### src/rtl/jpd_pkg.sv
`default_nettype none
package jpd_pkg;

	typedef enum logic [1:0] {
		ST_OK     = 2'd0,
		ST_HEADER = 2'd1,
		ST_COUNT  = 2'd2,
		ST_SUM    = 2'd3
	} frame_status_t;

	localparam int CFG_IDX_W = 2;

	localparam logic [CFG_IDX_W-1:0] REG_FIRST_HEADER  = 2'd0;
	localparam logic [CFG_IDX_W-1:0] REG_SECOND_HEADER = 2'd1;
	localparam logic [CFG_IDX_W-1:0] REG_MAX_BUTTONS   = 2'd2;

	localparam logic [7:0] FIRST_HEADER_RST  = 8'd85;
	localparam logic [7:0] SECOND_HEADER_RST = 8'd170;
	localparam logic [3:0] MAX_BUTTONS_RST   = 4'd6;

	localparam logic [4:0] BASE_LENGTH = 5'd10;
	localparam logic [7:0] CENTER      = 8'd127;
	localparam int         MASK_W      = 8;

	// Byte positions inside a frame (count of bytes taken so far).
	localparam logic [4:0] POS_SECOND_HEADER = 5'd2;
	localparam logic [4:0] POS_COUNT         = 5'd4;
	localparam logic [4:0] POS_FIRST_ID      = 5'd6;

endpackage
`default_nettype wire

### src/rtl/joystick_packet_deframer_unit.sv
// Channel | Handshake                   | Payload
// --------+-----------------------------+------------------------------------------------------
// rx      | rx_valid / rx_stall         | rx_byte
// status  | status_valid / status_stall | frame_status, joystick_x, joystick_y, pressed_buttons
// cfg     | cfg_wr_en                   | cfg_index, cfg_data
//
// One word per cycle sustained while status_stall allows: a byte is held in the input register,
// the frame logic runs on it there and a result lands in the output register.
// status_valid rises once the checksum byte's result is registered in the output register.
// arst_n resets the frame tracker, valid flags, config registers and held joystick state at once.
// A stalled result holds the output register; the input register then holds
// any word it has, with rx_stall high, so nothing is dropped or reordered.
`default_nettype none
module joystick_packet_deframer_unit #(
	parameter int NUM_BUTTONS = 8
) (
	input  wire logic                          clk,
	input  wire logic                          arst_n,
	// received bytes
	input  wire logic                          rx_valid,
	output logic                               rx_stall,
	input  wire logic [7:0]                    rx_byte,
	// frame results
	output logic                               status_valid,
	input  wire logic                          status_stall,
	output jpd_pkg::frame_status_t             frame_status,
	output logic [7:0]                         joystick_x,
	output logic [7:0]                         joystick_y,
	output logic [7:0]                         pressed_buttons,
	// configuration writes
	input  wire logic                          cfg_wr_en,
	input  wire logic [jpd_pkg::CFG_IDX_W-1:0] cfg_index,
	input  wire logic [7:0]                    cfg_data
);
	import jpd_pkg::*;

	// Ids at or above this limit are ignored (mask is only MASK_W wide).
	localparam logic [8:0] ID_LIMIT = 9'((NUM_BUTTONS < MASK_W) ? NUM_BUTTONS : MASK_W);

	// config registers
	logic [7:0] first_header_q;
	logic [7:0] second_header_q;
	logic [3:0] max_buttons_q;

	// input stage
	logic       valid_s1;
	logic [7:0] byte_s1;

	// frame tracker
	logic       in_frame_q;
	logic [4:0] byte_index_q;
	logic [7:0] running_sum_q;
	logic [4:0] frame_length_q;
	logic       header_good_q;
	logic [7:0] frame_button_count_q;
	logic [7:0] prior_button_count_q;
	logic [7:0] pending_mask_q;
	logic [7:0] pending_x_q;
	logic [7:0] pending_y_q;
	logic [7:0] held_x_q;
	logic [7:0] held_y_q;
	logic [7:0] held_buttons_q;

	// next-state
	logic       in_frame_d;
	logic [4:0] byte_index_d;
	logic [7:0] running_sum_d;
	logic [4:0] frame_length_d;
	logic       header_good_d;
	logic [7:0] frame_button_count_d;
	logic [7:0] prior_button_count_d;
	logic [7:0] pending_mask_d;
	logic [7:0] pending_x_d;
	logic [7:0] pending_y_d;
	logic [7:0] held_x_d;
	logic [7:0] held_y_d;
	logic [7:0] held_buttons_d;

	logic          fire;
	frame_status_t status_d;
	logic          advance;
	logic          rx_accept;
	logic [4:0]    idx;
	logic [5:0]    idx_ext;
	logic [5:0]    len_ext;
	logic [7:0]    base_buttons;

	// The word in the input stage moves on whenever the output slot is free
	// or being emptied this cycle.
	assign advance   = valid_s1 && (!status_valid || !status_stall);
	assign rx_stall  = valid_s1 && !advance;
	assign rx_accept = rx_valid && !rx_stall;

	always_ff @(posedge clk or negedge arst_n) begin
		if (!arst_n) begin
			first_header_q  <= FIRST_HEADER_RST;
			second_header_q <= SECOND_HEADER_RST;
			max_buttons_q   <= MAX_BUTTONS_RST;
		end else if (cfg_wr_en) begin
			unique case (cfg_index)
				REG_FIRST_HEADER:  first_header_q  <= cfg_data;
				REG_SECOND_HEADER: second_header_q <= cfg_data;
				REG_MAX_BUTTONS:   max_buttons_q   <= cfg_data[3:0];
				default: ;
			endcase
		end
	end

	always_ff @(posedge clk or negedge arst_n) begin
		if (!arst_n) begin
			valid_s1 <= 1'b0;
		end else if (rx_accept) begin
			valid_s1 <= 1'b1;
		end else if (advance) begin
			valid_s1 <= 1'b0;
		end
	end

	always_ff @(posedge clk) begin
		if (rx_accept) begin
			byte_s1 <= rx_byte;
		end
	end

	// Per-byte frame logic.
	assign idx     = byte_index_q + 5'd1;
	assign idx_ext = {1'b0, idx};
	assign len_ext = {1'b0, frame_length_q};

	always_comb begin
		in_frame_d           = in_frame_q;
		byte_index_d         = byte_index_q;
		running_sum_d        = running_sum_q;
		frame_length_d       = frame_length_q;
		header_good_d        = header_good_q;
		frame_button_count_d = frame_button_count_q;
		prior_button_count_d = prior_button_count_q;
		pending_mask_d       = pending_mask_q;
		pending_x_d          = pending_x_q;
		pending_y_d          = pending_y_q;
		held_x_d             = held_x_q;
		held_y_d             = held_y_q;
		held_buttons_d       = held_buttons_q;
		fire                 = 1'b0;
		status_d             = ST_OK;
		base_buttons         = held_buttons_q;

		if (!in_frame_q) begin
			// hunting for the start byte
			if (byte_s1 == first_header_q) begin
				in_frame_d     = 1'b1;
				byte_index_d   = 5'd1;
				running_sum_d  = byte_s1;
				frame_length_d = BASE_LENGTH;
				header_good_d  = 1'b0;
				pending_mask_d = '0;
				pending_x_d    = '0;
				pending_y_d    = '0;
			end
		end else if (idx < frame_length_q) begin
			byte_index_d  = idx;
			running_sum_d = running_sum_q + byte_s1;
			if (idx == POS_SECOND_HEADER) begin
				header_good_d = (byte_s1 == second_header_q);
			end else if (idx == POS_COUNT) begin
				frame_length_d = (byte_s1 <= {4'd0, max_buttons_q})
					? BASE_LENGTH + byte_s1[4:0] : BASE_LENGTH;
				if (header_good_q) begin
					prior_button_count_d = frame_button_count_q;
					frame_button_count_d = byte_s1;
				end
			end else if (idx >= POS_FIRST_ID && idx_ext + 6'd5 <= len_ext) begin
				if ({1'b0, byte_s1} < ID_LIMIT) begin
					pending_mask_d = pending_mask_q | (8'd1 << byte_s1[2:0]);
				end
			end else if (idx_ext + 6'd4 == len_ext) begin
				pending_x_d = byte_s1;
			end else if (idx_ext + 6'd3 == len_ext) begin
				pending_y_d = byte_s1;
			end
		end else begin
			// checksum byte closes the frame
			fire         = 1'b1;
			in_frame_d   = 1'b0;
			byte_index_d = '0;
			priority if (!header_good_q) begin
				status_d = ST_HEADER;
			end else if (frame_button_count_q != {3'd0, frame_length_q} - {3'd0, BASE_LENGTH}) begin
				status_d = ST_COUNT;
			end else if (byte_s1 != running_sum_q) begin
				status_d = ST_SUM;
			end else begin
				status_d = ST_OK;
			end
			if (status_d == ST_OK) begin
				held_x_d = pending_x_q;
				held_y_d = pending_y_q;
				// zero-button frame after a nonzero one releases everything
				if (frame_button_count_q == '0 && prior_button_count_q != '0) begin
					base_buttons = '0;
				end
				held_buttons_d = base_buttons | pending_mask_q;
			end
		end
	end

	always_ff @(posedge clk or negedge arst_n) begin
		if (!arst_n) begin
			in_frame_q           <= 1'b0;
			byte_index_q         <= '0;
			running_sum_q        <= '0;
			frame_length_q       <= BASE_LENGTH;
			header_good_q        <= 1'b0;
			frame_button_count_q <= '0;
			prior_button_count_q <= '0;
			pending_mask_q       <= '0;
			pending_x_q          <= '0;
			pending_y_q          <= '0;
			held_x_q             <= CENTER;
			held_y_q             <= CENTER;
			held_buttons_q       <= '0;
		end else if (advance) begin
			in_frame_q           <= in_frame_d;
			byte_index_q         <= byte_index_d;
			running_sum_q        <= running_sum_d;
			frame_length_q       <= frame_length_d;
			header_good_q        <= header_good_d;
			frame_button_count_q <= frame_button_count_d;
			prior_button_count_q <= prior_button_count_d;
			pending_mask_q       <= pending_mask_d;
			pending_x_q          <= pending_x_d;
			pending_y_q          <= pending_y_d;
			held_x_q             <= held_x_d;
			held_y_q             <= held_y_d;
			held_buttons_q       <= held_buttons_d;
		end
	end

	// Output register.
	always_ff @(posedge clk or negedge arst_n) begin
		if (!arst_n) begin
			status_valid <= 1'b0;
		end else if (!status_valid || !status_stall) begin
			status_valid <= advance && fire;
		end
	end

	always_ff @(posedge clk) begin
		if (advance && fire) begin
			frame_status    <= status_d;
			joystick_x      <= held_x_d;
			joystick_y      <= held_y_d;
			pressed_buttons <= held_buttons_d;
		end
	end

endmodule
`default_nettype wire

### config.mk
export PLATFORM = sky130hd
export DESIGN_NAME = joystick_packet_deframer_unit
export DESIGN_NICKNAME = d
export VERILOG_FILES = /design/src/rtl/jpd_pkg.sv /design/src/rtl/joystick_packet_deframer_unit.sv
export SDC_FILE = /design/constraint.sdc
export NUM_CORES = 1
export LEC_CHECK = 0
export BUFFER_PORTS_ARGS = -buffer_cell sky130_fd_sc_hd__buf_2
export CAP_MARGIN = 10
export CORE_MARGIN = 5
export CORE_UTILIZATION = 55
export CTS_BUF_LIST = sky130_fd_sc_hd__clkbuf_16
export CTS_CLUSTER_DIAMETER = 200
export DETAILED_ROUTE_END_ITERATION = 6
export PLACE_DENSITY_LB_ADDON = 0.1
export SLEW_MARGIN = 0
export SYNTH_ARGS = -nofsm -noshare
export SYNTH_HDL_FRONTEND = slang
export SYNTH_SLANG_ARGS = --single-unit
### constraint.sdc
create_clock -name clk -period 4.7 [get_ports clk]
set_input_delay 0.94 -clock clk [delete_from_list [all_inputs] [get_ports clk]]
set_output_delay 0.94 -clock clk [all_outputs]
set_load 0.02 [all_outputs]
Word level (Yosys, flattened, before mapping)
Cells that the tools add are included.
{"block": "word_totals", "ff_bits": 140, "in_bits": 23, "out_inout_bits": 28, "word_cells": 151}
{"block": "classes", "add_sub_neg": 7, "magnitude_cmp": 5, "eq_ne": 21, "shifts": 1, "n_mux": 61, "bitwise_logic": 4, "reduce_logical": 29}
{"operator": "2-to-1 mux 8 bit", "n": 36}
{"operator": "2-to-1 mux 5 bit", "n": 9}
{"operator": "equality test 8 bit", "n": 2}
{"operator": "inequality test 8 bit", "n": 2}
{"operator": "bitwise OR 8 bit", "n": 2}
{"operator": "inequality test 2 x 1 -> 1 bit, second input constant", "n": 7}
{"operator": "AND reduction 7 bit", "n": 2}
{"operator": "adder 5 x 3 -> 6 bit, second input constant", "n": 2}
{"operator": "equality test 6 x 5 -> 1 bit", "n": 2}
{"operator": "2-to-1 mux 1 bit", "n": 11}
{"operator": "2-to-1 mux 2 bit", "n": 5}
{"operator": "adder 8 bit", "n": 1}
{"operator": "less-or-equal comparator 8 x 4 -> 1 bit", "n": 1}
{"operator": "zero test 8 bit", "n": 1}
{"operator": "< comparator 8 x 4 -> 1 bit, second input constant", "n": 1}
{"operator": "inequality test 2 bit, second input constant", "n": 4}
{"operator": "AND reduction 2 bit", "n": 4}
{"operator": "AND reduction 8 bit", "n": 1}
{"operator": "nonzero test 8 bit", "n": 1}
{"operator": "left shift 1 x 3 -> 8 bit, first input constant", "n": 1}
{"operator": "adder 5 x 2 -> 6 bit, second input constant", "n": 1}
{"operator": "less-or-equal comparator 6 x 5 -> 1 bit", "n": 1}
{"operator": "logical AND 1 bit", "n": 6}
{"operator": "AND reduction 6 bit", "n": 1}
{"operator": "other kinds (18)", "n": 24}

Depth between registers and ports, before layout
{"block": "logic_depth", "word_depth": 14, "mapped_depth": 14, "mapped_depth_nobuf": 13}

Worst setup path after synthesis
Ideal clock, no wire load.
{"block": "synth_path", "path_kind": "reg-to-reg", "start": "register byte_index_q[1]", "end": "register pending_x_q[1]", "setup_time_ps": 126, "arrival_time_ps": 3465, "t_required_ps": 4574, "slack_ps": 1109, "stages_incl_launch_ff": 15, "path_buffers": 1, "period_less_slack_ps": 3591, "path_cell_list": "dfrtp_1 ha_1 xnor2_2 inv_1 ha_1 a21oi_1 xnor2_1 ha_1 and2_1 nand4_1 a21boi_0 o31ai_2 or3_1 buf_2 a221o_1"}
{"block": "synth_between", "elab_chain_len": 6, "elab_cells_between_ends": 16, "cone_classes": "add/sub (3); order compare (3); eq/ne (8); reduce/logical (2)"}
{"element": "from (decl)", "line": "joystick_packet_deframer_unit.sv:51", "text": "logic [4:0] byte_index_q;"}
{"element": "from (signal assigned)", "line": "joystick_packet_deframer_unit.sv:224", "text": "byte_index_q <= byte_index_d;"}
{"element": "adder 5 x 1 -> 5 bit *", "line": "joystick_packet_deframer_unit.sv:126", "text": "assign idx = byte_index_q + 5'd1;"}
{"element": "adder 5 x 3 -> 6 bit", "line": "joystick_packet_deframer_unit.sv:172", "text": "end else if (idx >= POS_FIRST_ID && idx_ext + 6'd5 <= len_ext) begin"}
{"element": "less-or-equal comparator 6 x 5 -> 1 bit", "line": "joystick_packet_deframer_unit.sv:172"}
{"element": "logical AND 1 bit", "line": "joystick_packet_deframer_unit.sv:172"}
{"element": "inequality test 2 bit (no line)"}
{"element": "AND reduction 7 bit (no line) *"}
{"element": "to (signal assigned)", "line": "joystick_packet_deframer_unit.sv:231", "text": "pending_x_q <= pending_x_d;"}
{"element": "to (decl)", "line": "joystick_packet_deframer_unit.sv:58", "text": "logic [7:0] pending_x_q;"}
Every way passes the cells marked *; elsewhere a longest branch is shown, timed or not.
A chain may end at the register's enable or synchronous reset.

Worst setup path in the final report
{"block": "layout_path", "start": "register byte_index_q[0]", "end": "register pending_x_q[2]"}
Same word-level chain as after synthesis.

==> impl_metrics.tcl <==
set metrics [dict create \
    nets 742 \
    timing.critical_path.buf_inv 1 \
    worstSetupStartpointType "flop" \
    wirelength_microns 16160 \
    cts_root_buf "clkbuf_16" \
    powerDensity_nw_per_um2 464.8 \
    die_height_microns 125.5 \
    cts_buffers 17 \
    clk_pin_slew_ns 0.06 \
    htreeDepth 4 \
    end_kind "flop" \
    core-area_sq_um 13140 \
    gp_congestion 0.8688 \
    wl_met3_microns 764 \
    timing.final.crit_share 0.8709 \
    r2r_cells 13 \
    synth_edf_count 34 \
    grt_max_degree 47 \
    cts_resized 0 \
    drc_errors 0 \
    grt_pass1_wl_microns 26820 \
    cpPeakStageDelay_ns 0.51 \
    setup_viol 0 \
    yosysWarningCount 0 \
    post_cts_buffers 0 \
    boundaryPins 51 \
    crit_fanout 12 \
    fin_skew_ns 0.007217 \
    netlist-cell-type-count 64 \
    vias 5086 \
    port_buffers 50 \
    ys_seq_elements 140 \
    fillers 1063 \
    dp_hpwl_microns 11680 \
    grt_antenna_before_repair 0 \
    slew-limit-headroom 0.4056 \
    cp.arrival_ns 4.39 \
    ys_seq_area_frac 0.5055 \
    cp_slowest_cell "dfrtp_1" \
    grt_pass1_vias 5209 \
    worst_slew_pin_slew_ns 0.8822 \
    crit_required_ns 5.00 \
    start_util 0.5581 \
    hold_path.class "input port to asynchronous set/reset pin" \
    first_pass_iters 5 \
    placed_cell_area_sq_um 7806 \
    maxCapViolCount 0 \
    utilization 0.6385 \
    rsz0062_at_grt "no" \
    path_cells "ha_1 -> xnor2_2 -> inv_1 -> ha_1 -> a21oi_1 -> xnor2_1 -> ha_1 -> and2_1 -> nand4_1 -> a21boi_0 -> o31ai_2 -> or3_1 -> a221o_1" \
    critPathTopFamily "compound AO/OA/AOI/OAI gates" \
    hold_viol 0 \
    ant_nets 0 \
    clk_path_buf_depth 2 \
    final_common_cell "dfrtp_1" \
    area_delta_synth_final_pct 14.40 \
    drtIter0Drc 327 \
    slew_viol_final 0 \
    grt_overflow 0 \
    layout_common_cells "dfrtp_1 (80), mux2_2 (71), buf_2 (49)" \
    finalInstanceArea_sq_um 8388 \
    die_w_microns 125.5 \
    synthCells 631 \
    tns_ns 0 \
    synth_area_sq_um 7332 \
    clock-sinks 140 \
    fp-row-count 42 \
    antenna_cells 0 \
    r2r_setup_slack_ns 0.61 \
    outcome "completed" \
    clock_latency_ns 0.42 \
    met1_length_microns 7192 \
    synth_ff_type "dfrtp_1" \
    crit_type "flop to flop" \
    power.leakage_uw 0.003516 \
    reg2reg_to "pending_x_q[2]$_DFFE_PN0P_" \
    routedWlPerCell_microns 18.45 \
    dr.max_layer_used "met4" \
    viasPerCell 5.806 \
    ir_drop_v 0.0002404 \
    r2r-start "byte_index_q[0]$_DFFE_PN0P_" \
    final_layout_size_suffix_gt1_frac 0.2857 \
    dr_wl_met2_microns 7852 \
    cts_hold_buf 0 \
    synth_area_per_cell_sq_um 11.62 \
    die_area_sq_um 15740 \
    fmax_mhz 244.3 \
    cp_common_cell "ha_1" \
    async_reset_ff_frac 0.7571 \
    synth_nets 686 \
    grt_usage 0.2146 \
    period_needed_ns 4.093 \
    cts_tree "done" \
]
cells in the mapped netlist (2+ instances only):
cell type | number | area, sq um
mux2i_1 | 10 | 100.1
nor3_1 | 10 | 50.05
and3b_1 | 2 | 17.52
nor4_1 | 13 | 81.33
a221o_1 | 6 | 60.06
a21boi_1 | 2 | 15.01
nand2_1 | 41 | 153.9
a21o_1 | 3 | 22.52
o2bb2ai_1 | 9 | 78.83
a2bb2oi_1 | 2 | 17.52
nand4_1 | 12 | 75.07
edfxtp_1 | 34 | 1021
inv_1 | 29 | 108.9
nor2_1 | 27 | 101.4
nor2b_1 | 9 | 56.30
nand2b_1 | 3 | 18.77
mux2_2 | 71 | 799.5
ha_1 | 31 | 387.9
xnor2_1 | 25 | 219.0
dfrtp_1 | 80 | 2002
o31ai_1 | 2 | 15.01
buf_2 | 5 | 25.02
and2_1 | 12 | 75.07
xnor2_2 | 2 | 32.53
o21ai_0 | 22 | 110.1
a21oi_1 | 19 | 95.09
clkbuf_1 | 21 | 78.83
a21boi_0 | 4 | 30.03
or3_1 | 2 | 12.51
o31a_1 | 2 | 17.52
dfstp_2 | 26 | 683.2
o21a_1 | 4 | 30.03
a22o_1 | 8 | 70.07
o211ai_1 | 9 | 67.56
or4_1 | 7 | 52.55
a211o_1 | 2 | 17.52
nand3_1 | 21 | 105.1
xor2_1 | 14 | 122.6
o22ai_1 | 2 | 12.51
nand3b_1 | 2 | 15.01
nor3b_1 | 3 | 22.52
per-layer routing:
layer,track usage,vias up
li1,-,2431
met1,0.2807,2522
met2,0.3505,107
met3,0.04392,26
met4,0.08737,0
met5,0,-
cell type report:
type,count,area (sq um),share of cell area
Multi-Input combinational cell,434,3407,0.4062
Timing Repair Buffer,64,357.8,0.04266
Tap cell,176,220.2,0.02625
Clock buffer,17,425.4,0.05072
Sequential cell,140,3706,0.4418
Clock inverter,15,156.4,0.01865
Inverter,30,115.1,0.01372
power breakdown:
group	switching, uW	internal, uW
clock network	496	823
registers	136	1380
logic	612	451
total	1240	2660
worst register-to-register path, stage by stage (launching register included):
cell and delay [ns]:
dfrtp_1 0.51, ha_1 0.38, xnor2_2 0.39, inv_1 0.16, ha_1 0.25, a21oi_1 0.17, xnor2_1 0.14, ha_1 0.26
and2_1 0.17, nand4_1 0.08, a21boi_0 0.42, o31ai_2 0.19, or3_1 0.49, a221o_1 0.36
kinds of logic after synthesis:
group / Yosys count / share of synthesized area
xor gates and xnor gates: 42 / 0.05324
and+or+nand+nor: 170 / 0.1217
adders and majority gates: 32 / 0.05563
DFF: 140 / 0.5055
muxes: 81 / 0.1227
AOI/OAI and AO/OA: 109 / 0.1099
buffers and inverters: 57 / 0.03140
stage by stage:
step	hold WS, ns	power [uW]	instances	setup slack [ns]
finish	0.4664	3899	876	0.6067
global route	0.4982	4129	876	0.3026
CTS	0.4662	3929	876	0.5988
detailed placement	0.4748	2598	844	0.5928
global placement	0.4721	2572	844	0.6693
floorplan	0.4570	2319	631	1.109
flip-flops by register name (all words and copies together), names as in the netlist, 2 cells and up:
| name | flops |
|---|---|
| frame_length_q | 5 |
| second_header_q | 8 |
| byte_index_q | 5 |
| joystick_y | 8 |
| pending_mask_q | 8 |
| held_y_q | 8 |
| held_buttons_q | 8 |
| first_header_q | 8 |
| prior_button_count_q | 8 |
| frame_button_count_q | 8 |
| held_x_q | 8 |
| pending_x_q | 8 |
| running_sum_q | 8 |
| max_buttons_q | 4 |
| frame_status | 2 |
| pressed_buttons | 8 |
| joystick_x | 8 |
| byte_s1 | 8 |
| pending_y_q | 8 |
worst max-delay path by stage:
stage	startpoint	to	slack, ns	cells past startpoint
global route	byte_index_q[0]$_DFFE_PN0P_	pending_x_q[2]$_DFFE_PN0P_	0.30	13
global placement	byte_index_q[0]$_DFFE_PN0P_	pending_x_q[4]$_DFFE_PN0P_	0.67	13
finish	byte_index_q[0]$_DFFE_PN0P_	pending_x_q[2]$_DFFE_PN0P_	0.61	13
floorplan	byte_index_q[1]$_DFFE_PN0P_	pending_x_q[1]$_DFFE_PN0P_	1.11	14
CTS	byte_index_q[0]$_DFFE_PN0P_	pending_x_q[2]$_DFFE_PN0P_	0.60	13
detailed placement	byte_index_q[0]$_DFFE_PN0P_	pending_x_q[1]$_DFFE_PN0P_	0.59	13
Note: power is estimated with default switching activity, not from simulation.
